[config.mk]
export PLATFORM = sky130hd
export DESIGN_NAME = apwt_front_flat
export DESIGN_NICKNAME = d
export VERILOG_FILES = /design/src/hw/rtl/apwt_pkg.sv /design/src/hw/rtl/apwt_in_if.sv /design/src/hw/rtl/apwt_front.sv /design/src/flat_wrapper.sv
export SDC_FILE = /design/constraint.sdc
export NUM_CORES = 1
export LEC_CHECK = 0
export BUFFER_PORTS_ARGS = -buffer_cell sky130_fd_sc_hd__clkbuf_2
export CAP_MARGIN = 25
export CORE_UTILIZATION = 50
export DETAILED_ROUTE_END_ITERATION = 10
export GPL_ROUTABILITY_DRIVEN = 1
export PLACE_DENSITY = 0.71
export SYNTH_ARGS = -nofsm -noshare
export SYNTH_HDL_FRONTEND = slang
export SYNTH_SLANG_ARGS = --single-unit
[constraint.sdc]
create_clock -name clk -period 7.1 [get_ports clk]
set_input_delay 1.42 -clock clk [delete_from_list [all_inputs] [get_ports clk]]
set_output_delay 1.42 -clock clk [all_outputs]
set_load 0.02 [all_outputs]
[src/hw/rtl/apwt_pkg.sv]
// shared types, constants and term tables for the affine pixel/world transform
`timescale 1ns / 1ps
package apwt_pkg;

	localparam int COORD_WIDTH = 64;
	localparam int NUM_REGS    = 6;
	localparam int ADDR_W      = 6;
	localparam int ACC_W       = 136;
	localparam int R_W         = ACC_W + 2;
	localparam int N_W         = ACC_W + 34;
	localparam int QDEPTH      = 4;
	localparam int QPTR_W      = 2;
	localparam int HALF_W      = COORD_WIDTH / 2;

	// largest |det| that still counts as singular, in units of 2^-64
	localparam logic [COORD_WIDTH-1:0] DET_EPS_MAX = COORD_WIDTH'(18446744);

	localparam logic CMD_FWD = 1'b0;
	localparam logic CMD_INV = 1'b1;

	typedef logic signed [COORD_WIDTH-1:0] coord_t;

	typedef enum logic [2:0] {
		REG_ORIGIN_X        = 3'd0,
		REG_PIXEL_WIDTH     = 3'd1,
		REG_ROW_ROTATION    = 3'd2,
		REG_ORIGIN_Y        = 3'd3,
		REG_COLUMN_ROTATION = 3'd4,
		REG_PIXEL_HEIGHT    = 3'd5
	} reg_idx_t;

	typedef struct packed {
		coord_t origin_x;
		coord_t pixel_width;
		coord_t row_rotation;
		coord_t origin_y;
		coord_t column_rotation;
		coord_t pixel_height;
	} coef_t;

	typedef struct packed {
		logic   cmd;
		coord_t a;
		coord_t b;
	} item_t;

	typedef enum logic [2:0] {
		OP_OX = 3'd0,
		OP_GA = 3'd1,
		OP_GB = 3'd2,
		OP_OY = 3'd3,
		OP_GD = 3'd4,
		OP_GE = 3'd5,
		OP_CA = 3'd6,
		OP_CB = 3'd7
	} op_sel_t;

	typedef struct packed {
		op_sel_t sa;
		op_sel_t sb;
		logic    neg;
	} term_t;

	// forward: x = ga*ca + gb*cb, y = gd*ca + ge*cb (origins preloaded)
	// inverse: det, then nx = ge*(ca-ox) - gb*(cb-oy), ny = ga*(cb-oy) - gd*(ca-ox)
	function automatic term_t term_of(logic cmd, logic [1:0] grp, logic [1:0] idx);
		term_t t;
		t = '{sa: OP_GA, sb: OP_CA, neg: 1'b0};
		if (cmd == CMD_FWD) begin
			case ({grp[0], idx[0]})
				2'b00:   t = '{sa: OP_GA, sb: OP_CA, neg: 1'b0};
				2'b01:   t = '{sa: OP_GB, sb: OP_CB, neg: 1'b0};
				2'b10:   t = '{sa: OP_GD, sb: OP_CA, neg: 1'b0};
				default: t = '{sa: OP_GE, sb: OP_CB, neg: 1'b0};
			endcase
		end else begin
			case ({grp, idx})
				4'b0000: t = '{sa: OP_GA, sb: OP_GE, neg: 1'b0};
				4'b0001: t = '{sa: OP_GB, sb: OP_GD, neg: 1'b1};
				4'b0100: t = '{sa: OP_GE, sb: OP_CA, neg: 1'b0};
				4'b0101: t = '{sa: OP_GE, sb: OP_OX, neg: 1'b1};
				4'b0110: t = '{sa: OP_GB, sb: OP_CB, neg: 1'b1};
				4'b0111: t = '{sa: OP_GB, sb: OP_OY, neg: 1'b0};
				4'b1000: t = '{sa: OP_GA, sb: OP_CB, neg: 1'b0};
				4'b1001: t = '{sa: OP_GA, sb: OP_OY, neg: 1'b1};
				4'b1010: t = '{sa: OP_GD, sb: OP_CA, neg: 1'b1};
				4'b1011: t = '{sa: OP_GD, sb: OP_OX, neg: 1'b0};
				default: t = '{sa: OP_GA, sb: OP_GE, neg: 1'b0};
			endcase
		end
		return t;
	endfunction

	// index of the last term in a group
	function automatic logic [1:0] last_term(logic cmd, logic [1:0] grp);
		logic [1:0] r;
		r = 2'd1;
		if (cmd == CMD_INV && grp != 2'd0) begin
			r = 2'd3;
		end
		return r;
	endfunction

endpackage

[src/hw/rtl/apwt_in_if.sv]
// input channel: command and two coordinates
`timescale 1ns / 1ps
interface apwt_in_if;
	logic                  valid;
	logic                  ready;
	logic                  command;
	apwt_pkg::coord_t      coord_a;
	apwt_pkg::coord_t      coord_b;

	modport source (output valid, command, coord_a, coord_b, input ready);
	modport sink (input valid, command, coord_a, coord_b, output ready);
endinterface

[src/hw/rtl/apwt_front.sv]
// front end: takes input transfers, classifies the command and queues items
`timescale 1ns / 1ps
module apwt_front (
	input  logic            clk,
	input  logic            arst_n,
	apwt_in_if.sink         in_ch,
	output logic            q_valid,
	output apwt_pkg::item_t q_item,
	input  logic            q_pop
);
	import apwt_pkg::*;

	item_t             fifo_q [QDEPTH];
	logic [QPTR_W-1:0] wr_ptr_q;
	logic [QPTR_W-1:0] rd_ptr_q;
	logic [QPTR_W:0]   cnt_q;
	logic              push;
	logic              pop;
	item_t             item_in;

	assign in_ch.ready = (cnt_q != (QPTR_W+1)'(QDEPTH));
	assign push        = in_ch.valid & in_ch.ready;
	assign pop         = q_pop & q_valid;
	assign q_valid     = (cnt_q != '0);
	assign q_item      = fifo_q[rd_ptr_q];

	// only bit 0 of the command selects the direction
	assign item_in.cmd = in_ch.command ? CMD_INV : CMD_FWD;
	assign item_in.a   = in_ch.coord_a;
	assign item_in.b   = in_ch.coord_b;

	always_ff @(posedge clk) begin
		if (push) begin
			fifo_q[wr_ptr_q] <= item_in;
		end
	end

	always_ff @(posedge clk or negedge arst_n) begin
		if (!arst_n) begin
			wr_ptr_q <= '0;
			rd_ptr_q <= '0;
			cnt_q    <= '0;
		end else begin
			if (push) begin
				wr_ptr_q <= wr_ptr_q + 1'b1;
			end
			if (pop) begin
				rd_ptr_q <= rd_ptr_q + 1'b1;
			end
			cnt_q <= cnt_q + (QPTR_W+1)'(push) - (QPTR_W+1)'(pop);
		end
	end
endmodule

[src/flat_wrapper.sv]
// flat-port wrapper written by rule: the top's interface ports become plain ports
module apwt_front_flat import apwt_pkg::*;
  (clk, arst_n, q_valid, q_item, q_pop, in_ch_valid, in_ch_command, in_ch_coord_a, in_ch_coord_b, in_ch_ready);
  apwt_in_if in_ch_i ();
  input  logic clk;
  input  logic arst_n;
  output logic q_valid;
  output apwt_pkg::item_t q_item;
  input  logic q_pop;
  input wire logic [$bits(in_ch_i.valid)-1:0] in_ch_valid;
  input wire logic [$bits(in_ch_i.command)-1:0] in_ch_command;
  input wire logic [$bits(in_ch_i.coord_a)-1:0] in_ch_coord_a;
  input wire logic [$bits(in_ch_i.coord_b)-1:0] in_ch_coord_b;
  output wire logic [$bits(in_ch_i.ready)-1:0] in_ch_ready;
  assign in_ch_i.valid = in_ch_valid;
  assign in_ch_i.command = in_ch_command;
  assign in_ch_i.coord_a = in_ch_coord_a;
  assign in_ch_i.coord_b = in_ch_coord_b;
  assign in_ch_ready = in_ch_i.ready;
  apwt_front u_core (.clk(clk), .arst_n(arst_n), .in_ch(in_ch_i), .q_valid(q_valid), .q_item(q_item), .q_pop(q_pop));
endmodule
Word level (Yosys, flattened, before mapping)
Memory sizes are Yosys's and may differ from the RTL's.
Index checks and enable logic that the tools add are counted.
{ "totals": {"out_inout_bits": 131, "ramBits": 516, "register_bits": 7, "elab_cells": 15, "mem_count": 1, "inputBits": 133} }
{ "memory_table": {"columns": ["memory", "words", "width", "read_ports", "rd_clocked_by_memory_dff", "write_ports", "line_no", "text"], "rows": [
  ["u_core.fifo_q", 4, 129, 1, 0, 1, "apwt_front.sv:13", "item_t fifo_q [QDEPTH];"]
]} }
{ "op_classes": {"eq_ne": 1, "n_mux": 3, "bitwise": 2, "add_sub_neg": 4, "reduce_logical": 1} }
{ "op_table": {"columns": ["cell", "count"], "rows": [
  ["$add A2 B1 Y2 const B", 2],
  ["$add A3 B1 Y3", 1],
  ["$mux W1", 3],
  ["$ne A3 B3 Y1 const B", 1],
  ["$reduce_bool A3 Y1", 1],
  ["$sub A3 B1 Y3", 1],
  ["$and A1 B1 Y1", 2]
]} }

Depth between registers and ports, before layout
Gate-level depths: netlist of the first run.
{ "depth": {"ltp_word": 4, "depth_mapped": 8, "mapped_depth_nobuf": 8} }

Worst setup path before layout of the first run
Ideal clock, no wire load.
{ "synth_timing": {"path_type": "input to register", "start": "input port in_ch_valid", "end": "memory u_core.fifo_q[0][0] in the netlist's numbering (enable)", "stages": 1, "slack_ns": 2.149, "path_buffers": 0, "arrival_time_ns": 4.446, "path_cell_list": "and3b_1"} }
{ "synth_via": {"elab_chain_len": 3} }
{ "synth_lines": {"columns": ["item", "line_no", "text"], "rows": [
  ["start, declared", "flat_wrapper.sv:10", "input wire logic [$bits(in_ch_i.valid)-1:0] in_ch_valid;"],
  ["$and A1 B1 Y1", "apwt_front.sv:22", "assign push = in_ch.valid & in_ch.ready;"],
  ["$mux W1", "apwt_front.sv:33", "if (push) begin"],
  ["$mux W1 (implied by the code)", "apwt_front.sv:34", "fifo_q[wr_ptr_q] <= item_in;"],
  ["end, declared", "apwt_front.sv:13", null]
]} }
Every way passes these cells.

==> metrics.txt, run 1 <==
worst reg2reg setup slack 4.49 ns; Crit Reg-Reg Endpoint u_core.fifo_q[0][48]$_DFFE_PP_; nets 1159; CP Cell Sequence buf_4, mux4_2, clkbuf_2; Yosys reg bits 523; port buffer count 263; Die Height 197 µm; DR vias 8453; syn_area_per_cell 26.6 µm²; drt first pass iters 4; CTS Hold Buffers Added 0; Reg clk slew, reported paths 0.06 ns; Total GRT Usage 18.2%; CP required 5.68 ns; grt ovf 0; CP top delay family buffers and inverters; die width 197 µm; relative slew slack 35.9%; synthesis-to-finish area growth 19.2%; status complete, no violations; RR Startpoint u_core.cnt_q[2]$_DFF_PN0_; Worst Hold Launch u_core.wr_ptr_q[1]$_DFFE_PN0P_; clock skew 0.0169 ns; Post-synth top cells edfxtp_1, mux4_2, buf_2, buf_6; Synth Instances 716; share of layout cells above drive strength 1 46.3%; Routed wire per std cell 22.3 µm; Final Slew Violations 0; Static Leakage 7.78 nW; Critical Path Fanout Max 36; CTS sink count 523; Worst Setup Start Kind register; CP Capture Type output port; Post-Place Worst Slack 3.21 ns; # setup viols final 0; Final WS setup 2.79 ns; Initial Util 50.8%; cts repair resizes 0; setup TNS 0 ns; register area share after synthesis 82.1%; Core ar. 37600 µm²; ratio of final minimum period to clock period 60.8%; critical path class reg2out; hold-critical path depth 2; Worst Hold Path EP u_core.wr_ptr_q[1]$_DFFE_PN0P_; min-delay worst type reg2reg; ys async rst share 1.34%; CP peak stage delay 0.78 ns; area post-placement 21000 µm²; Root Driver clkbuf_16; row cnt 71; post-DP HPWL 20600 µm; area leader, netlist edfxtp_1; H-tree depth reported by CTS 2; share of the synthesized area in the top cell type 81.2%; final hold violations 0; Buf/Inv on CP 2; min cycle time layout 4.31 ns; pin count of the biggest net entering global routing 72; I/O pin count 264; Synth Net Count 856; vias per cell 5.37; CTS Buffer Depth 3; RSZ-0062 raised after global routing no; Die Area 38900 µm²; critical path's slowest cell dfrtp_4; Num CTS Buffers 52; CTS tree done; worst-margin pin slew 0.962 ns; max-cap viol count 0; global-route wire length before repair 52300 µm; Post-synth EDFFs 516; R2R cell count 4; detailed router's first-iteration violation count 393; fin util 60.5%; Routed WL 35100 µm; vias in the first global route 8920; maximum vdd drop 0.000250 V; top post-synthesis cells by area edfxtp_1, mux4_2, dfrtp_1, buf_6, ha_1; Routed Antenna Nets 0; Netlist cell types 23; synthesized area 19100 µm²; design area 22700 µm²; power density cells 443 nW/µm²; worst skew pair latency 0.58 ns; Warnings, synthesis 0; Synth Flop Type edfxtp_1; Post-route DRC 0; Post-CTS Setup Bufs 0; initial antenna violation count 4; Max Clk Rate 232 MHz; most frequent cell after synthesis edfxtp_1; global placement routability congestion 0.725; crit path DAT 2.89 ns
[how the worst max path moves through the flow]
stage / start / endpoint / slack [ns] / cells after the start
global placement: u_core.rd_ptr_q[1]$_DFFE_PN0P_ / q_item[17] / 3.20 / 3
finish: u_core.rd_ptr_q[0]$_DFFE_PN0P_ / q_item[11] / 2.79 / 3
floorplan: in_ch_valid / u_core.fifo_q[0][0]$_DFFE_PP_ / 2.15 / 1
global route: u_core.rd_ptr_q[0]$_DFFE_PN0P_ / q_item[77] / 2.54 / 3
CTS: u_core.rd_ptr_q[1]$_DFFE_PN0P_ / q_item[35] / 2.55 / 3
detailed placement: u_core.rd_ptr_q[1]$_DFFE_PN0P_ / q_item[40] / 3.21 / 3
[registers in the layout, indices dropped and copies added (netlist names)]
signal / count
u_core.rd_ptr_q: 2
u_core.wr_ptr_q: 2
u_core.fifo_q: 516
u_core.cnt_q: 3
[routing by layer]
| layer | track usage [%] | wire, µm | vias up |
|---|---|---|---|
| met4 | 6.52 | 777 | 2 |
| met5 | 0 | 13 | - |
| met2 | 31.3 | 18500 | 218 |
| met3 | 4.97 | 2080 | 53 |
| li1 | - | - | 3730 |
| met1 | 22.3 | 13600 | 4450 |
[cell type report]
class	instances	area, µm²
multi-input combinational	157	3180
timing repair buffer	278	1480
sequential	523	15700
antenna	3	7.51
clock buffer	62	1340
tap	511	639
clock inverter	33	390
inverter	7	26.3
fill	2612	14800
[report_power, final]
group	total [W]	switching [W]	internal [W]
Sequential	0.00427	0.000192	0.00407
Combinational	0.00306	0.00184	0.00122
Clock	0.00275	0.00111	0.00164
[logic make-up after synthesis]
kind of cell / after synthesis / synth area share (%)
xor+xnor: 4 / 0.184
compound gates: 4 / 0.171
flops: 523 / 82.1
mux: 129 / 15.2
buf+inv: 36 / 1.26
fa+ha+maj: 7 / 0.498
simple gates: 13 / 0.525
[worst min-delay path: stages (launching register included)]
cell and delay, ns:
dfrtp_1 0.43, nand2b_1 0.08, o211ai_1 0.07
[through the flow]
stage          hold WS [ns]  power [W]  cells
3_3_place_gp          0.582    0.00739   1474
3_5_place_dp          0.621    0.00744   1474
5_1_grt               0.649     0.0105   1574
6_report              0.624     0.0101   1574
4_1_cts               0.628     0.0102   1569
2_1_floorplan         0.542    0.00652    716
[placed cells by master, fill, tap and decap left out, types with 2 or more instances in the layout]
cell type | Yosys | final
and3b_4 | 0 | 4
buf_16 | 0 | 2
buf_4 | 2 | 12
bufinv_16 | 0 | 8
clkbuf_1 | 3 | 10
clkbuf_16 | 0 | 52
clkbuf_2 | 0 | 263
clkinv_1 | 0 | 7
clkinv_2 | 0 | 9
clkinvlp_4 | 0 | 6
dfrtp_1 | 7 | 5
dfrtp_4 | 0 | 2
diode_2 | 0 | 3
edfxtp_1 | 516 | 516
ha_1 | 6 | 6
inv_1 | 7 | 7
mux4_2 | 129 | 129
nand2b_1 | 3 | 3
nand4bb_1 | 2 | 2
o211ai_1 | 2 | 2
xnor2_1 | 3 | 3
(Power assumes the default switching activity.)
==> run 2: changes to the inputs <==
==> constraint.sdc (replaced) <==
create_clock -name clk -period 4.4 [get_ports clk]
set_input_delay 0.88 -clock clk [delete_from_list [all_inputs] [get_ports clk]]
set_output_delay 0.88 -clock clk [all_outputs]
set_load 0.02 [all_outputs]
==> run 2 against run 1 <==
Effect of this change: via count is 0.95% higher; clock power is 55% higher; first-iteration DRC count is 16% higher; hold slack worse by 0.48 ns; highest routed layer unchanged; worst setup slack worse by 1.8 ns; critical path depth stayed put; sequential power is 62% higher; core utilization is 0.060 points higher; final cell count is 0.13% higher; critical endpoint is now q_item[128]; die area stayed put.
==> metrics.txt, run 2 (synthesis results as in run 1) <==
Total GRT Usage 18.6% (+0.32 points); global-route wire length before repair 53400 µm (+2.1%); nets 1164 (+0.43%); CTS Hold Buffers Added 0 (unchanged); Critical Path Fanout Max 57 (+58%); power density cells 710 nW/µm² (+60%); CTS Buffer Depth 3 (unchanged); clock skew 0.0300 ns (+0.0131 ns); most common cell after layout, fill and taps aside edfxtp_1; RSZ-0062 raised after global routing no; Crit Reg-Reg Endpoint u_core.fifo_q[3][118]$_DFFE_PP_; share of layout cells above drive strength 1 46.2% (-0.080 points); Num CTS Buffers 51 (-1.9%); crit path DAT 2.57 ns (-0.32 ns); port buffer count 263 (unchanged); setup TNS 0 ns (unchanged); DR vias 8533 (+0.95%); min-delay worst type in2async; Post-Place Worst Slack 1.55 ns (-1.66 ns); Die Area 38900 µm² (unchanged); worst reg2reg setup slack 1.99 ns (-2.50 ns); ratio of final minimum period to clock period 78.4%; CP Cell Sequence buf_12, mux4_2, clkbuf_2; Routed WL 35500 µm (+1.3%); vias in the first global route 9094 (+2.0%); cts repair resizes 0 (unchanged); Max Clk Rate 290 MHz; global placement routability congestion 0.697 (-3.8%); Initial Util 50.8% (unchanged); relative slew slack 36.9% (+1.0 points); Final Slew Violations 0 (unchanged); final hold violations 0 (unchanged); vias per cell 5.41 (+0.82%); row cnt 71 (unchanged); Root Driver clkbuf_16; worst skew pair latency 0.59 ns (about the same); status complete, no violations; maximum vdd drop 0.000459 V (+83%); Post-route DRC 0 (unchanged); worst-margin pin slew 0.947 ns (-0.0151 ns); R2R cell count 3 (-1); critical path's slowest cell dfrtp_4; Worst Setup Start Kind register; Routed Antenna Nets 0 (unchanged); initial antenna violation count 2 (-2); # setup viols final 0 (unchanged); Final WS setup 0.952 ns (-1.83 ns); RR Startpoint u_core.cnt_q[2]$_DFF_PN0_; max-cap viol count 0 (unchanged); largest register by flop count u_core.fifo_q; post-DP HPWL 21500 µm (+4.5%); Die Height 197 µm (unchanged); grt ovf 0 (unchanged); H-tree depth reported by CTS 2 (unchanged); Reg clk slew, reported paths 0.06 ns (about the same); commonest cells after routing, fill and taps aside edfxtp_1, clkbuf_2, mux4_2, clkbuf_16, buf_4; Routed wire per std cell 22.5 µm (+1.1%); I/O pin count 264 (unchanged); Post-CTS Setup Bufs 0 (unchanged); CP required 3.52 ns (-2.16 ns); min cycle time layout 3.45 ns; drt first pass iters 4 (unchanged); Setup crit start u_core.rd_ptr_q[1]$_DFFE_PN0P_; CTS sink count 523 (unchanged); critical path class reg2out; die width 197 µm (unchanged); synthesis-to-finish area growth 19.3% (about the same); CP Capture Type output port; detailed router's first-iteration violation count 456 (+16%); pin count of the biggest net entering global routing 58 (-19%); Largest register FFs 516 (unchanged); Top Registers u_core.fifo_q: 516 flops, u_core.cnt_q: 3 flops; CTS tree done; Static Leakage 7.80 nW (+0.33%); Core ar. 37600 µm² (unchanged); CP peak stage delay 0.99 ns (+0.21 ns)
-- run 2: changes by cell type in the layout (fill, tap and decap cells not counted), sizes merged --
cell | before | now
clkinvlp | 6 | 2
buf | 15 | 21
clkinv | 18 | 22
bufinv | 8 | 6
diode | 3 | 1
-- run 2: cell type report --
cell class              count  area (µm²)
clock inverters            31         313
inverters                   7        26.3
clock buffers              62        1340
fillers                  2607       14800
repair buffers            284        1590
diodes                      1        2.50
flip-flops and latches    523       15700
well taps                 511         639
multi-input cells         157        3180
-- run 2: where the power goes --
group | switching (W) | internal (W)
registers | 0.000371 | 0.00656
clock network | 0.00175 | 0.00251
logic | 0.00295 | 0.00203
total | 0.00507 | 0.0111
-- run 2: metrics by stage --
step / hold slack, ns / cell area [µm²] / total power [W] / instances / util, %
2_1_floorplan: 0.542 / 19100 / 0.0105 / 716 / -
3_3_place_gp: 0.585 / 21100 / 0.0121 / 1482 / 56.2
3_5_place_dp: 0.597 / 21100 / 0.0121 / 1482 / 56.2
4_1_cts: 0.107 / 22800 / 0.0164 / 1575 / 60.6
5_1_grt: 0.126 / 22800 / 0.0169 / 1576 / 60.6
6_report: 0.142 / 22800 / 0.0162 / 1576 / 60.6
-- run 2: how the worst max path moves through the flow --
stage | end | cells after the start
floorplan | u_core.fifo_q[2][0]$_DFFE_PP_ | 1
global placement | q_item[128] | 3
detailed placement | q_item[128] | 3
CTS | q_item[128] | 3
global route | q_item[128] | 3
finish | q_item[128] | 3
-- run 2: critical path: cells and delay by family, from the launching register on --
family / cells / cell delay (ns)
flip-flops: 1 / 0.99
multiplexers: 1 / 0.38
buffers and inverters: 2 / 0.51
-- run 2: layer usage --
| metal | share of wire [%] | global-route usage, % | vias to the layer above |
|---|---|---|---|
| li1 | - | - | 3731 |
| met1 | 40 | 23.7 | 4491 |
| met2 | 51 | 31.1 | 253 |
| met3 | 6.8 | 5.24 | 56 |
| met4 | 2.0 | 5.74 | 2 |
| met5 | 0.037 | 0 | - |
