$ cat config.mk
export PLATFORM = sky130hd
export DESIGN_NAME = apwt_regs
export DESIGN_NICKNAME = d
export VERILOG_FILES = /design/src/hw/rtl/apwt_pkg.sv /design/src/hw/rtl/apwt_regs.sv
export SDC_FILE = /design/constraint.sdc
export NUM_CORES = 1
export LEC_CHECK = 0
export BUFFER_PORTS_ARGS = -buffer_cell sky130_fd_sc_hd__buf_2
export CORE_AREA = 2 2 202 204
export DETAILED_ROUTE_END_ITERATION = 10
export DIE_AREA = 0 0 204 206
export PLACE_DENSITY = 0.72
export SYNTH_ARGS = -nofsm -noshare
export SYNTH_HDL_FRONTEND = slang
export SYNTH_SLANG_ARGS = --single-unit
$ cat constraint.sdc
create_clock -name clk -period 1.6 [get_ports clk]
set_input_delay 0.24 -clock clk [delete_from_list [all_inputs] [get_ports clk]]
set_output_delay 0.24 -clock clk [all_outputs]
set_load 0.005 [all_outputs]
$ cat src/hw/rtl/apwt_pkg.sv
// shared types, constants and term tables for the affine pixel/world transform
`timescale 1ns / 1ps
package apwt_pkg;

	localparam int COORD_WIDTH = 64;
	localparam int NUM_REGS    = 6;
	localparam int ADDR_W      = 6;
	localparam int ACC_W       = 136;
	localparam int R_W         = ACC_W + 2;
	localparam int N_W         = ACC_W + 34;
	localparam int QDEPTH      = 4;
	localparam int QPTR_W      = 2;
	localparam int HALF_W      = COORD_WIDTH / 2;

	// largest |det| that still counts as singular, in units of 2^-64
	localparam logic [COORD_WIDTH-1:0] DET_EPS_MAX = COORD_WIDTH'(18446744);

	localparam logic CMD_FWD = 1'b0;
	localparam logic CMD_INV = 1'b1;

	typedef logic signed [COORD_WIDTH-1:0] coord_t;

	typedef enum logic [2:0] {
		REG_ORIGIN_X        = 3'd0,
		REG_PIXEL_WIDTH     = 3'd1,
		REG_ROW_ROTATION    = 3'd2,
		REG_ORIGIN_Y        = 3'd3,
		REG_COLUMN_ROTATION = 3'd4,
		REG_PIXEL_HEIGHT    = 3'd5
	} reg_idx_t;

	typedef struct packed {
		coord_t origin_x;
		coord_t pixel_width;
		coord_t row_rotation;
		coord_t origin_y;
		coord_t column_rotation;
		coord_t pixel_height;
	} coef_t;

	typedef struct packed {
		logic   cmd;
		coord_t a;
		coord_t b;
	} item_t;

	typedef enum logic [2:0] {
		OP_OX = 3'd0,
		OP_GA = 3'd1,
		OP_GB = 3'd2,
		OP_OY = 3'd3,
		OP_GD = 3'd4,
		OP_GE = 3'd5,
		OP_CA = 3'd6,
		OP_CB = 3'd7
	} op_sel_t;

	typedef struct packed {
		op_sel_t sa;
		op_sel_t sb;
		logic    neg;
	} term_t;

	// forward: x = ga*ca + gb*cb, y = gd*ca + ge*cb (origins preloaded)
	// inverse: det, then nx = ge*(ca-ox) - gb*(cb-oy), ny = ga*(cb-oy) - gd*(ca-ox)
	function automatic term_t term_of(logic cmd, logic [1:0] grp, logic [1:0] idx);
		term_t t;
		t = '{sa: OP_GA, sb: OP_CA, neg: 1'b0};
		if (cmd == CMD_FWD) begin
			case ({grp[0], idx[0]})
				2'b00:   t = '{sa: OP_GA, sb: OP_CA, neg: 1'b0};
				2'b01:   t = '{sa: OP_GB, sb: OP_CB, neg: 1'b0};
				2'b10:   t = '{sa: OP_GD, sb: OP_CA, neg: 1'b0};
				default: t = '{sa: OP_GE, sb: OP_CB, neg: 1'b0};
			endcase
		end else begin
			case ({grp, idx})
				4'b0000: t = '{sa: OP_GA, sb: OP_GE, neg: 1'b0};
				4'b0001: t = '{sa: OP_GB, sb: OP_GD, neg: 1'b1};
				4'b0100: t = '{sa: OP_GE, sb: OP_CA, neg: 1'b0};
				4'b0101: t = '{sa: OP_GE, sb: OP_OX, neg: 1'b1};
				4'b0110: t = '{sa: OP_GB, sb: OP_CB, neg: 1'b1};
				4'b0111: t = '{sa: OP_GB, sb: OP_OY, neg: 1'b0};
				4'b1000: t = '{sa: OP_GA, sb: OP_CB, neg: 1'b0};
				4'b1001: t = '{sa: OP_GA, sb: OP_OY, neg: 1'b1};
				4'b1010: t = '{sa: OP_GD, sb: OP_CA, neg: 1'b1};
				4'b1011: t = '{sa: OP_GD, sb: OP_OX, neg: 1'b0};
				default: t = '{sa: OP_GA, sb: OP_GE, neg: 1'b0};
			endcase
		end
		return t;
	endfunction

	// index of the last term in a group
	function automatic logic [1:0] last_term(logic cmd, logic [1:0] grp);
		logic [1:0] r;
		r = 2'd1;
		if (cmd == CMD_INV && grp != 2'd0) begin
			r = 2'd3;
		end
		return r;
	endfunction

endpackage

$ cat src/hw/rtl/apwt_regs.sv
// APB register file holding the six transform coefficients
`timescale 1ns / 1ps
module apwt_regs (
	input  logic                        clk,
	input  logic                        arst_n,
	input  logic                        psel,
	input  logic                        penable,
	input  logic                        pwrite,
	input  logic [apwt_pkg::ADDR_W-1:0] paddr,
	input  logic [63:0]                 pwdata,
	output logic [63:0]                 prdata,
	output logic                        pready,
	output apwt_pkg::coef_t             coef
);
	import apwt_pkg::*;

	coef_t    coef_q;
	reg_idx_t idx;
	logic     wr_en;

	assign idx    = reg_idx_t'(paddr[5:3]);
	assign wr_en  = psel & penable & pwrite;
	assign pready = 1'b1;
	assign coef   = coef_q;

	always_ff @(posedge clk or negedge arst_n) begin
		if (!arst_n) begin
			coef_q.origin_x        <= '0;
			coef_q.pixel_width     <= coord_t'(64'sh0000_0001_0000_0000);
			coef_q.row_rotation    <= '0;
			coef_q.origin_y        <= '0;
			coef_q.column_rotation <= '0;
			coef_q.pixel_height    <= coord_t'(-64'sh0000_0001_0000_0000);
		end else if (wr_en) begin
			unique case (idx)
				REG_ORIGIN_X:        coef_q.origin_x        <= pwdata;
				REG_PIXEL_WIDTH:     coef_q.pixel_width     <= pwdata;
				REG_ROW_ROTATION:    coef_q.row_rotation    <= pwdata;
				REG_ORIGIN_Y:        coef_q.origin_y        <= pwdata;
				REG_COLUMN_ROTATION: coef_q.column_rotation <= pwdata;
				REG_PIXEL_HEIGHT:    coef_q.pixel_height    <= pwdata;
				default: ;
			endcase
		end
	end

	always_comb begin
		unique case (idx)
			REG_ORIGIN_X:        prdata = coef_q.origin_x;
			REG_PIXEL_WIDTH:     prdata = coef_q.pixel_width;
			REG_ROW_ROTATION:    prdata = coef_q.row_rotation;
			REG_ORIGIN_Y:        prdata = coef_q.origin_y;
			REG_COLUMN_ROTATION: prdata = coef_q.column_rotation;
			REG_PIXEL_HEIGHT:    prdata = coef_q.pixel_height;
			default:             prdata = '0;
		endcase
	end
endmodule

# ---- Word-level counts from Yosys, hierarchy flattened
# Cells that the tools add are included.
dict set report classes {
  n_reduce_logical 7
  mux 1
  eq_ne 5
  bitwise 2
}
# cell n
set op_table {}
lappend op_table {{one-hot mux 64 bit (6 select lines)} 1}
lappend op_table {{AND reduction 2 bit} 6}
lappend op_table {{equality test 3 x 2 -> 1 bit (second input constant)} 2}
lappend op_table {{equality test 3 bit (second input constant)} 2}
lappend op_table {{equality test 3 x 1 -> 1 bit (second input constant)} 1}
lappend op_table {{logical NOT 3 bit} 1}
lappend op_table {{bitwise AND 1 bit} 2}
dict set report word_totals {
  register_bits 384
  wordCells 21
  input_bits 75
  out_inout_bits 449
}

# ---- Depth between registers and ports, before layout
# Gate-level depths: netlist (run 1).
dict set report depth {
  word_depth 3
  mapped_depth 6
  ltp_nobuf 3
}

# ---- Least setup slack after synthesis (run 1)
# No wires, ideal clock.
dict set report synth_path {
  kind {input to output}
  startpoint {input paddr[3] (netlist bit)}
  endpoint {output prdata[45]}
  t_required_ps 1360
  path_slack_ps -131
  n_path_buf 3
  cell_stages 6
  arrival_ps 1491
  cell_sequence {buf_2 -> clkbuf_1 -> buf_2 -> mux2_2 -> nand2_1 -> o221ai_1}
}
dict set report synth_via {
  elab_chain_len 2
  elab_cells_between_ends 7
  classes_between {eq/ne (5); mux (1); reduce/logical (1)}
}
# element line_no
set synth_rtl {}
lappend synth_rtl {{start: declaration} apwt_regs.sv:9} ;# input logic [apwt_pkg::ADDR_W-1:0] paddr,
lappend synth_rtl {{equality test 3 bit, or another cell as far along} apwt_regs.sv:48} ;# unique case (idx)
lappend synth_rtl {{one-hot mux 64 bit (6 select lines) *} apwt_regs.sv:48}
lappend synth_rtl {{end: declaration} apwt_regs.sv:11} ;# output logic [63:0] prdata,
# Every way passes the cells marked *; elsewhere a longest branch is shown, timed or not.

# ---- Worst setup path in the final report (run 1)
dict set report layout_path {
  startpoint {register coef_q (netlist bit coef[276])}
  endpoint {output prdata[20]}
}
dict set report layout_via {
  elab_chain_len 1
}
# element line_no
set layout_rtl {}
lappend layout_rtl {{start: declaration} apwt_regs.sv:17} ;# coef_t coef_q;
lappend layout_rtl {{one-hot mux 64 bit (6 select lines)} apwt_regs.sv:48}
# No other way between the ends.

==> results by group, run 1 <==
Run status
  – Status: finished, violations left
  – Failing checks: setup timing

Synth
  – Synth unique cells: 28
  – Mean Syn Cell Area: approximately 14 sq um
  – Post-synth top cells: mux2_2, dfrtp_1, mux2i_1
  – Number of synthesized flops with an enable pin: 0
  – Post-synthesis compound-gate area fraction: 0.04456
  – Area contributors post-synth: dfrtp_1, mux2_2, mux2i_1
  – Top-count cell post-synth: mux2_2
  – Post-synthesis adder-cell area fraction: 0
  – Sequential area share after synthesis: 0.5543
  – Post-synthesis xor/xnor area fraction: 0
  – Post-synthesis mux area share: 0.3485
  – Synth async-reset ratio: 1.000
  – Post-synth top area cell: dfrtp_1
  – Area share of the largest cell type after synthesis: 0.5045
  – Post-Synthesis Cells: between 1000 and 1500
  – Largest family of logic cells by synthesized area: multiplexers
  – Synth Cell Area: 0.01741 sq mm
  – Post-synthesis simple-gate area fraction: 0.02867
  – Ys Warns: 0
  – Yosys reg bits: around 380
  – Main synth FF type: dfrtp_1
  – Synthesized Nets: between 1000 and 1500

Hold path
  – Hold Path Class: input port to flip-flop

Clock tree
  – Worst-skew pair later-pin latency: about 0.56 ns
  – Total CTS buffers: 42
  – H-tree levels: 2
  – Root Buffer: clkbuf_16
  – CTS Sinks: between 300 and 400
  – Max clock buf depth: 3
  – Clock transition at path regs: approximately 0.060 ns
  – CTS tree: done

Drt
  – Routed Antenna Nets: 0
  – Pre-Repair DR Iteration Count: 5
  – Drt drc: 0
  – Routed WL: a little over 60000 um
  – Initial drt markers: about 650
  – Via-to-Cell Ratio: 5.475
  – Via count: around 14000
  – Wire per inst: between 20 and 25 um

Worst setup path
  – CP Data Required Time: between 1 and 1.5 ns
  – CP Launch Type: flip-flop
  – Worst endpoint data arrival time: 1.70 ns
  – Crit-path max FO: 2
  – Critical path type: flip-flop to primary output
  – Crit end category: primary output

Pwr
  – Worst VDD drop: between 1 and 1.5 mV
  – Overall Power: between 30 and 40 mW
  – LEAKAGE: about 13 nW
  – Pwr per Cell Area: 1271 mW/mm^2

Floorplan
  – Die Area: approximately 0.042 sq mm
  – Core footprint: between 0.04 and 0.05 sq mm
  – Die X: 204 um
  – # IOs: roughly 520
  – Die height: just over 200 um
  – Site Rows: 74
  – Initial Util: 0.4333

Timing
  – Final setup violation count: 65
  – Final Max Tran Viols: 0
  – RSZ-0062 raised after global routing: yes
  – Fin. Hold Viols: 0
  – Final worst setup slack: -0.3352 ns
  – Period utilization: 1.210
  – Tmin final: about 1.9 ns
  – Max frequency: roughly 520 MHz
  – Worst clock skew: 0 ns

Finish
  – Area growth, synth to finish: 47.72%
  – Final Cell Area: 0.02572 sq mm
  – Max FFs per register: roughly 380
  – Fin nets: about 2100
  – Layout cells sized above 1: 0.6992

Place
  – Placed cell areas: roughly 0.022 sq mm
  – Port bufs: 519
  – Hpwl dp: ~40000 um
  – Global placement routability congestion: 0.8664

Global routing
  – Initial antenna violation count: 2
  – Gr ovfl total: 0
  – Most used routing layer: met2
  – Met1 Use GR: 0.3330
  – Vias in the first global route: between 10000 and 15000
  – Met3 global-route usage: 0.06891
  – Global Route Usage Sum: 0.2766
  – Met2 Usage GRT: 0.4698
  – First-pass GRT wire length: between 80000 and 90000 um
  – Largest net degree at the start of global routing: 56

Flow run
  – MaxCap Viol Count: 0
worst max-delay path, cell delays in order (launching register included):
cell	delay [ns]
dfrtp_1	0.40
mux2i_1	0.19
o21ai_1	0.11
a221o_1	0.31
buf_2	0.13
stage by stage:
step                setup WS [ns]  std cells  TNS (ns)  utilization  hold WS (ns)
finish                    -0.3352       2596    -12.36       0.6400       0.03293
global route              -0.3914       2595    -16.08       0.6400       0.02691
CTS                       -0.3540       2558    -13.85       0.6236      0.001420
detailed placement        -0.1626       2286    -30.67       0.5370        0.1296
global placement          -0.1400       2286    -25.80       0.5370        0.1261
floorplan                -0.01586       1219    -1.654            -      -0.05559
repair_timing:
action                                 in CTS  in global routing
endpoints found under the hold margin     508                  0
setup endpoints to repair                  64                 65
pin swaps                                  45                 19
gates resized for setup                    94                 83
cloned                                      0                  1
hold buffers                               61                  0
buffers inserted                          133                 34
per-layer routing:
metal / wire, um / share of wire
met4: 2487 / 0.041
met2: 30340 / 0.50
met3: 4675 / 0.076
met5: 0 / 0
met1: 23740 / 0.39
cell usage in the layout (no fill, tap or decap), types with 4 or more instances in the layout:
master         netlist  layout
nand3_1             12      12
buf_12               0      36
dlygate4sd3_1        0      61
clkbuf_16            0      46
nand2_1             38       5
nor3b_2              0       4
o21ai_0             12       6
buf_4                1     230
a21oi_2              0       9
o221ai_1            38       5
a22oi_2              0      11
o21ai_1              0       6
o221ai_2             0      33
a221o_1             12      12
bufinv_16            0       4
clkbuf_8             0      11
mux2i_1            100      92
mux2_4               0      45
clkbuf_1            19       9
dfstp_2             33      33
mux2_2             428     383
clkinv_2             0       6
nor2_1              14      12
nand2_2              0      33
mux2_1              22      22
nor2_4               4       5
buf_6                0      17
mux2i_2              0       8
o22ai_1             14       9
buf_2               57     504
nor3b_1             14      10
o22ai_2              0       5
dfrtp_1            351     351
final timing paths:
path,from,endpoint,slack [ns],cells past startpoint
setup / recovery,coef[276],prdata[20],-0.34,4
hold / removal,pwdata[18],coef[18],0.03,2
setup reg to reg,coef[272],coef[272],0.56,3
hold reg to reg,coef[19],coef[19],0.52,1
max in group asynchronous,arst_n,coef[4],0.62,4
min in group asynchronous,arst_n,coef[292],0.15,2
kinds of logic after synthesis:
kind of cell,after synthesis
AO/OA/AOI/OAI,104
buffers and inverters,90
flip-flops,384
multiplexers,550
other,1
AND/OR/NAND/NOR,90
report_power, final:
part           switching (mW)  total [mW]  internal (mW)
clock                    4.01        10.3           6.29
combinational            3.88        9.17           5.29
sequential               1.48        13.2           11.7
cell type report:
cell class              count  area [sq um]
fillers                  2936         14470
flip-flops and latches    384          9651
multi-input cells         745          8025
repair buffers            853          5882
clock buffers              65          1311
well taps                 532         665.6
clock inverters            13         172.7
diodes                      3         7.507
inverters                   1         3.754
No activity file was read; power rests on OpenSTA's default activity.
==> run 2, diff against run 1 <==
CORE_AREA = 2 2 203 205   (was 2 2 202 204)
CTS_CLUSTER_SIZE = 28   (was default)
DIE_AREA = 0 0 205 207   (was 0 0 204 206)
PLACE_DENSITY = 0.69   (was 0.72)
clock period = 2.1 ns   (was 1.6 ns; I/O delays follow)
==> run 2 against run 1 <==
Compared with the run above: the flow now finishes without violations; first-iteration DRC count down 3.6%; non-clock buffer count decreased by 265; flip-flop and latch count unchanged; sequential share of layout area up 4.7 points; sequential power shrank 23%; combinational power is 43% lower; register-to-register slack gained 0.62 ns; largest power group unchanged.
==> results by group, run 2 (same netlist as run 1, synthesis figures left out) <==
Drt
  – Routed met3 length: between 4000 and 5000 um
  – Via-to-Cell Ratio: 5.550
  – Routed WL: approximately 57000 um
  – Highest metal used: met4
  – Routed Antenna Nets: 0
  – Pre-Repair DR Iteration Count: 5
  – Wire length on met2: 28020 um
  – Via count: 12940
  – Wire per inst: around 24 um
  – DRT met1 WL: between 20000 and 25000 um
  – Initial drt markers: approximately 620
  – Drt drc: 0

Worst setup path
  – R2R cell count: 2
  – CP Data Required Time: ~1.8 ns
  – CP Launch Type: flip-flop
  – Critical R2R Capture: coef[279]
  – Worst r2r src: coef[279]
  – Crit-path max FO: 3
  – R2R Setup Slk: approximately 1.2 ns
  – Critical path's slowest cell: dfrtp_1
  – Slowest stage delay, CP: about 0.4 ns
  – Worst path cell trace: mux2i_2 -> o21ai_1 -> a221o_1 -> buf_2
  – Crit end category: primary output
  – Worst endpoint data arrival time: around 1.7 ns
  – Critical path type: flip-flop to primary output

Global routing
  – First-pass GRT wire length: about 85000 um
  – Largest net degree at the start of global routing: between 60 and 70
  – Gr ovfl total: 0
  – Initial antenna violation count: 3
  – Vias in the first global route: approximately 13000
  – Global Route Usage Sum: 0.2632

Finish
  – Fin nets: approximately 1800
  – Area growth, synth to finish: 31.31%
  – Final Cell Area: approximately 0.023 sq mm
  – Most common cell after layout, fill and taps aside: buf_2
  – Most frequent cells in the layout: buf_2, mux2_2, dfrtp_1
  – Layout cells sized above 1: 0.6327
  – Max FFs per register: 384

Hold path
  – Hold path depth: 2
  – Hold Path Class: input port to flip-flop
  – Worst hold path startpoint: pwdata[25]
  – WHS Endpoint: coef[25]

Flow run
  – MaxCap Viol Count: 0

Pwr
  – Net load switching power: around 6.6 mW
  – Switch share: 0.2800
  – Part of the power in registers: 0.427
  – LEAKAGE: 11.40 nW
  – Comb pwr share: 0.219
  – Worst VDD drop: 0.8136 mV
  – Int Pwr: 17.09 mW
  – Clk pwr share: 0.354
  – Pwr per Cell Area: 1038 mW/mm^2

Place
  – Hpwl dp: approximately 40000 um
  – Global placement routability congestion: around 0.86
  – Placed cell areas: roughly 0.021 sq mm
  – Port bufs: about 520

Floorplan
  – Die height: approximately 210 um
  – Die Area: ~0.042 sq mm
  – Die X: roughly 200 um
  – Site Rows: 74
  – Core footprint: approximately 0.04 sq mm
  – Initial Util: 0.4313
  – # IOs: around 520

Timing
  – Measured slew at the worst slew-check pin: around 0.85 ns
  – Worst clock skew: 0 ns
  – Rel. slew slack: 0.4318
  – Final setup violation count: 0
  – Setup tns final: 0 ns
  – Final Max Tran Viols: 0
  – Tmin final: 2.047 ns
  – Period utilization: 0.9747
  – Fin. Hold Viols: 0
  – RSZ-0062 raised after global routing: no
  – Max frequency: approximately 490 MHz

Clock tree
  – H-tree levels: 2
  – Total CTS buffers: 43
  – Max clock buf depth: 3
  – Worst-skew pair later-pin latency: ~0.56 ns
  – CTS Sinks: 384
  – CTS tree: done
  – Clock transition at path regs: ~0.06 ns
  – Root Buffer: clkbuf_16

Run status
  – Status: finished, final reports clean
[run 2: changes by cell type in the layout (fill, tap and decap cells not counted), moves of 12 or more]
| cell | previous run | this run |
|---|---|---|
| buf_4 | 230 | 36 |
| dlygate4sd3_1 | 61 | 1 |
| mux2_2 | 383 | 428 |
| mux2_4 | 45 | 0 |
| nand2_1 | 5 | 38 |
| nand2_2 | 33 | 0 |
| o221ai_1 | 5 | 38 |
| o221ai_2 | 33 | 0 |
| buf_6 | 17 | 0 |
| buf_2 | 504 | 516 |
[run 2: worst max-delay path by stage]
stage               depth (start not counted)    endpoint      start
global placement                            5  prdata[62]   paddr[4]
detailed placement                          5  prdata[23]   paddr[4]
CTS                                         4  prdata[18]  coef[274]
global route                                4  prdata[50]   coef[50]
floorplan                                   6  prdata[45]   paddr[3]
finish                                      4  prdata[18]  coef[274]
[run 2: critical path: cells and delay by family (launching register included)]
family	cells	cell delay (ns)
flip-flops	1	0.41
multiplexers	1	0.24
buffers and inverters	1	0.13
AO/OA/AOI/OAI	2	0.38
[run 2: metrics by stage]
step                  util  hold WS [ns]  instances  setup slack (ns)  power [mW]
finish              0.5663       0.04239       2332           0.05307       23.73
global route        0.5663       0.03412       2332          0.001736       24.83
CTS                 0.5652      0.005547       2327           0.01716       23.90
detailed placement  0.5254        0.2347       2247          0.005263       15.44
global placement    0.5254        0.2295       2247           0.03060       15.27
floorplan                -       0.01941       1219            0.2194       12.40
[run 2: final cells by class]
cell class                      count  area (sq um)
Fill cell                        3383         17510
Sequential cell                   384          9651
Multi-Input combinational cell    745          7387
Timing Repair Buffer              588          3566
Clock buffer                       54          1190
Tap cell                          532         665.6
Clock inverter                     25         391.6
Antenna cell                        3         7.507
Inverter                            1         3.754
[run 2: what timing repair did]
item	in CTS	in global routing
hold buffers	1	0
endpoints found under the hold margin	129	0
gates cloned	0	1
setup buffers	0	1
resized for setup	4	1
endpoints found under the setup margin	3	4
[run 2: power by group through the flow]
stage / sequential, mW / combinational (mW) / clock (mW)
after global placement: 10.1 / 5.13 / 0
after detailed placement: 10.2 / 5.21 / 0
after floorplan: 10.1 / 2.27 / 0
final: 10.1 / 5.20 / 8.40
after CTS: 10.1 / 5.25 / 8.54
after global routing: 10.3 / 5.62 / 8.88
[run 2: metal layers]
metal | track usage | up-vias
li1 | - | 5607
met1 | 0.3293 | 6687
met2 | 0.4388 | 536
met3 | 0.06844 | 113
met4 | 0.09452 | 0
met5 | 0 | -
==> run 3, diff against run 2 <==
PLACE_DENSITY = default   (was 0.69)
PLACE_DENSITY_LB_ADDON = 0.1   (was default)
==> run 3 against run 2 <==
Compared with the run above: combinational power barely moved; clock-buffer cell count rose by 16; power fell by 4.5%; cell count rose by 0.47%; critical endpoint is now prdata[3]; highest routed layer is now met5.
==> results by group, run 3 (same netlist as run 1, synthesis figures left out) <==
Clock tree
  – Postcts setup bufs: 0
  – Max clock buf depth: 3
  – Root Buffer: clkbuf_16
  – CTS Sinks: around 380
  – Clock transition at path regs: 0.06 ns
  – Worst-skew pair later-pin latency: 0.55 ns
  – Total CTS buffers: 44
  – H-tree levels: 2
  – CTS tree: done

Floorplan
  – Die height: around 210 um
  – Site Rows: 74
  – Die X: 205 um
  – Initial Util: 0.4313
  – Die Area: approximately 0.042 sq mm
  – Core footprint: between 0.04 and 0.05 sq mm
  – # IOs: between 500 and 600

Drt
  – Wire per inst: 24.46 um
  – Routed WL: between 50000 and 60000 um
  – Drt drc: 0
  – Via count: about 13000
  – Initial drt markers: 466
  – Routed Antenna Nets: 0
  – Via-to-Cell Ratio: ~5.4
  – Pre-Repair DR Iteration Count: 4

Worst setup path
  – Critical path's slowest cell: dfrtp_1
  – CP Buf/Inv Count: 1
  – CP Launch Type: flip-flop
  – Slowest stage delay, CP: slightly above 0.4 ns
  – CP Data Required Time: ~1.8 ns
  – Critical path type: flip-flop to primary output
  – Delay-heaviest family, CP: compound AO/OA/AOI/OAI gates
  – Crit-path max FO: 3
  – Worst path cell trace: mux2i_1 -> o21ai_0 -> a221o_1 -> buf_2
  – Worst endpoint data arrival time: around 1.7 ns
  – Crit end category: primary output

Timing
  – Tmin final: between 1.5 and 2 ns
  – Final worst setup slack: roughly 0.11 ns
  – Max frequency: 503.5 MHz
  – Period utilization: 0.9458
  – Setup tns final: 0 ns
  – Final setup violation count: 0
  – Rel. slew slack: 0.6294
  – Hold_ws: about 0.06 ns
  – Fin. Hold Viols: 0
  – Worst clock skew: 0 ns
  – Final Max Tran Viols: 0
  – Measured slew at the worst slew-check pin: ~0.56 ns
  – RSZ-0062 raised after global routing: no

Place
  – Port bufs: 519
  – Hpwl dp: around 40000 um
  – Pre-CTS setup slack: just over 0.1 ns
  – Placed cell areas: ~0.021 sq mm
  – Global placement routability congestion: roughly 0.81

Global routing
  – First-pass GRT wire length: roughly 86000 um
  – Gr ovfl total: 0
  – Largest net degree at the start of global routing: 60
  – Initial antenna violation count: 7
  – Global Route Usage Sum: 0.2671
  – Vias in the first global route: between 10000 and 15000

Finish
  – Layout cells sized above 1: 0.6299
  – Most common cell after layout, fill and taps aside: buf_2
  – Core Util, Final: 0.5635
  – Fin nets: ~1800
  – Final Cell Area: between 0.02 and 0.025 sq mm
  – Max FFs per register: roughly 380
  – Most frequent cells in the layout: buf_2, mux2_2, dfrtp_1
  – Layout fillers: 3560
  – Area growth, synth to finish: 30.65%

Flow run
  – MaxCap Viol Count: 0

Hold path
  – Hold Path Class: input port to flip-flop

Pwr
  – LEAKAGE: ~11 nW
  – Worst VDD drop: roughly 0.7 mV
  – Pwr per Cell Area: 995.9 mW/mm^2

Run status
  – Status: finished, final reports clean
==> run 3: cell types whose count changed in the layout (fill, tap and decap cells not counted), moves of 2 or more <==
| cell | before | now |
|---|---|---|
| buf_12 | 31 | 35 |
| buf_4 | 36 | 43 |
| bufinv_16 | 10 | 0 |
| clkbuf_1 | 6 | 13 |
| clkbuf_8 | 3 | 12 |
| clkinv_2 | 10 | 6 |
| diode_2 | 3 | 6 |
| inv_6 | 2 | 0 |
==> run 3: layout make-up <==
type,instances,area (sq um),area share
flip-flops and latches,384,9651,0.4243
multi-input cells,745,7380,0.3244
diodes,6,15.01,0.0006601
inverters,1,3.754,0.0001650
repair buffers,597,3646,0.1603
clock buffers,70,1340,0.05891
well taps,532,665.6,0.02926
clock inverters,8,46.29,0.002035
==> run 3: layer usage <==
metal / up-vias / track usage / routed length (um)
li1: 5616 / - / -
met1: 6528 / 0.3342 / 23270
met2: 392 / 0.4390 / 27960
met3: 89 / 0.07631 / 4437
met4: 2 / 0.09849 / 1634
met5: - / 0 / 13
==> run 3: repair_timing <==
item	4_1_cts	5_1_grt
hold buffers	1	0
hold endpoints to repair	41	0
resized for setup	0	1
setup endpoints to repair	0	1
==> run 3: per-stage QoR <==
step	power [mW]	instances
finish	22.65	2343
detailed placement	15.50	2258
CTS	22.90	2337
floorplan	12.40	1219
global placement	15.37	2258
global route	23.81	2343
==> run 3: worst paths after layout <==
path                            start         to  slack, ns  depth (start not counted)
max in group asynchronous      arst_n  coef[200]       0.98                          4
hold / removal             pwdata[31]   coef[31]       0.06                          2
min in group asynchronous      arst_n  coef[267]       0.31                          2
hold reg to reg              coef[25]   coef[25]       0.51                          1
setup / recovery            coef[259]  prdata[3]       0.11                          4
setup reg to reg            coef[341]  coef[341]       1.29                          1
==> run 3: report_power, final <==
part	internal (mW)	total, mW	switching (mW)
Clock	4.35	7.33	2.98
Sequential	8.95	10.1	1.17
Combinational	2.89	5.20	2.31
Total	16.2	22.7	6.46
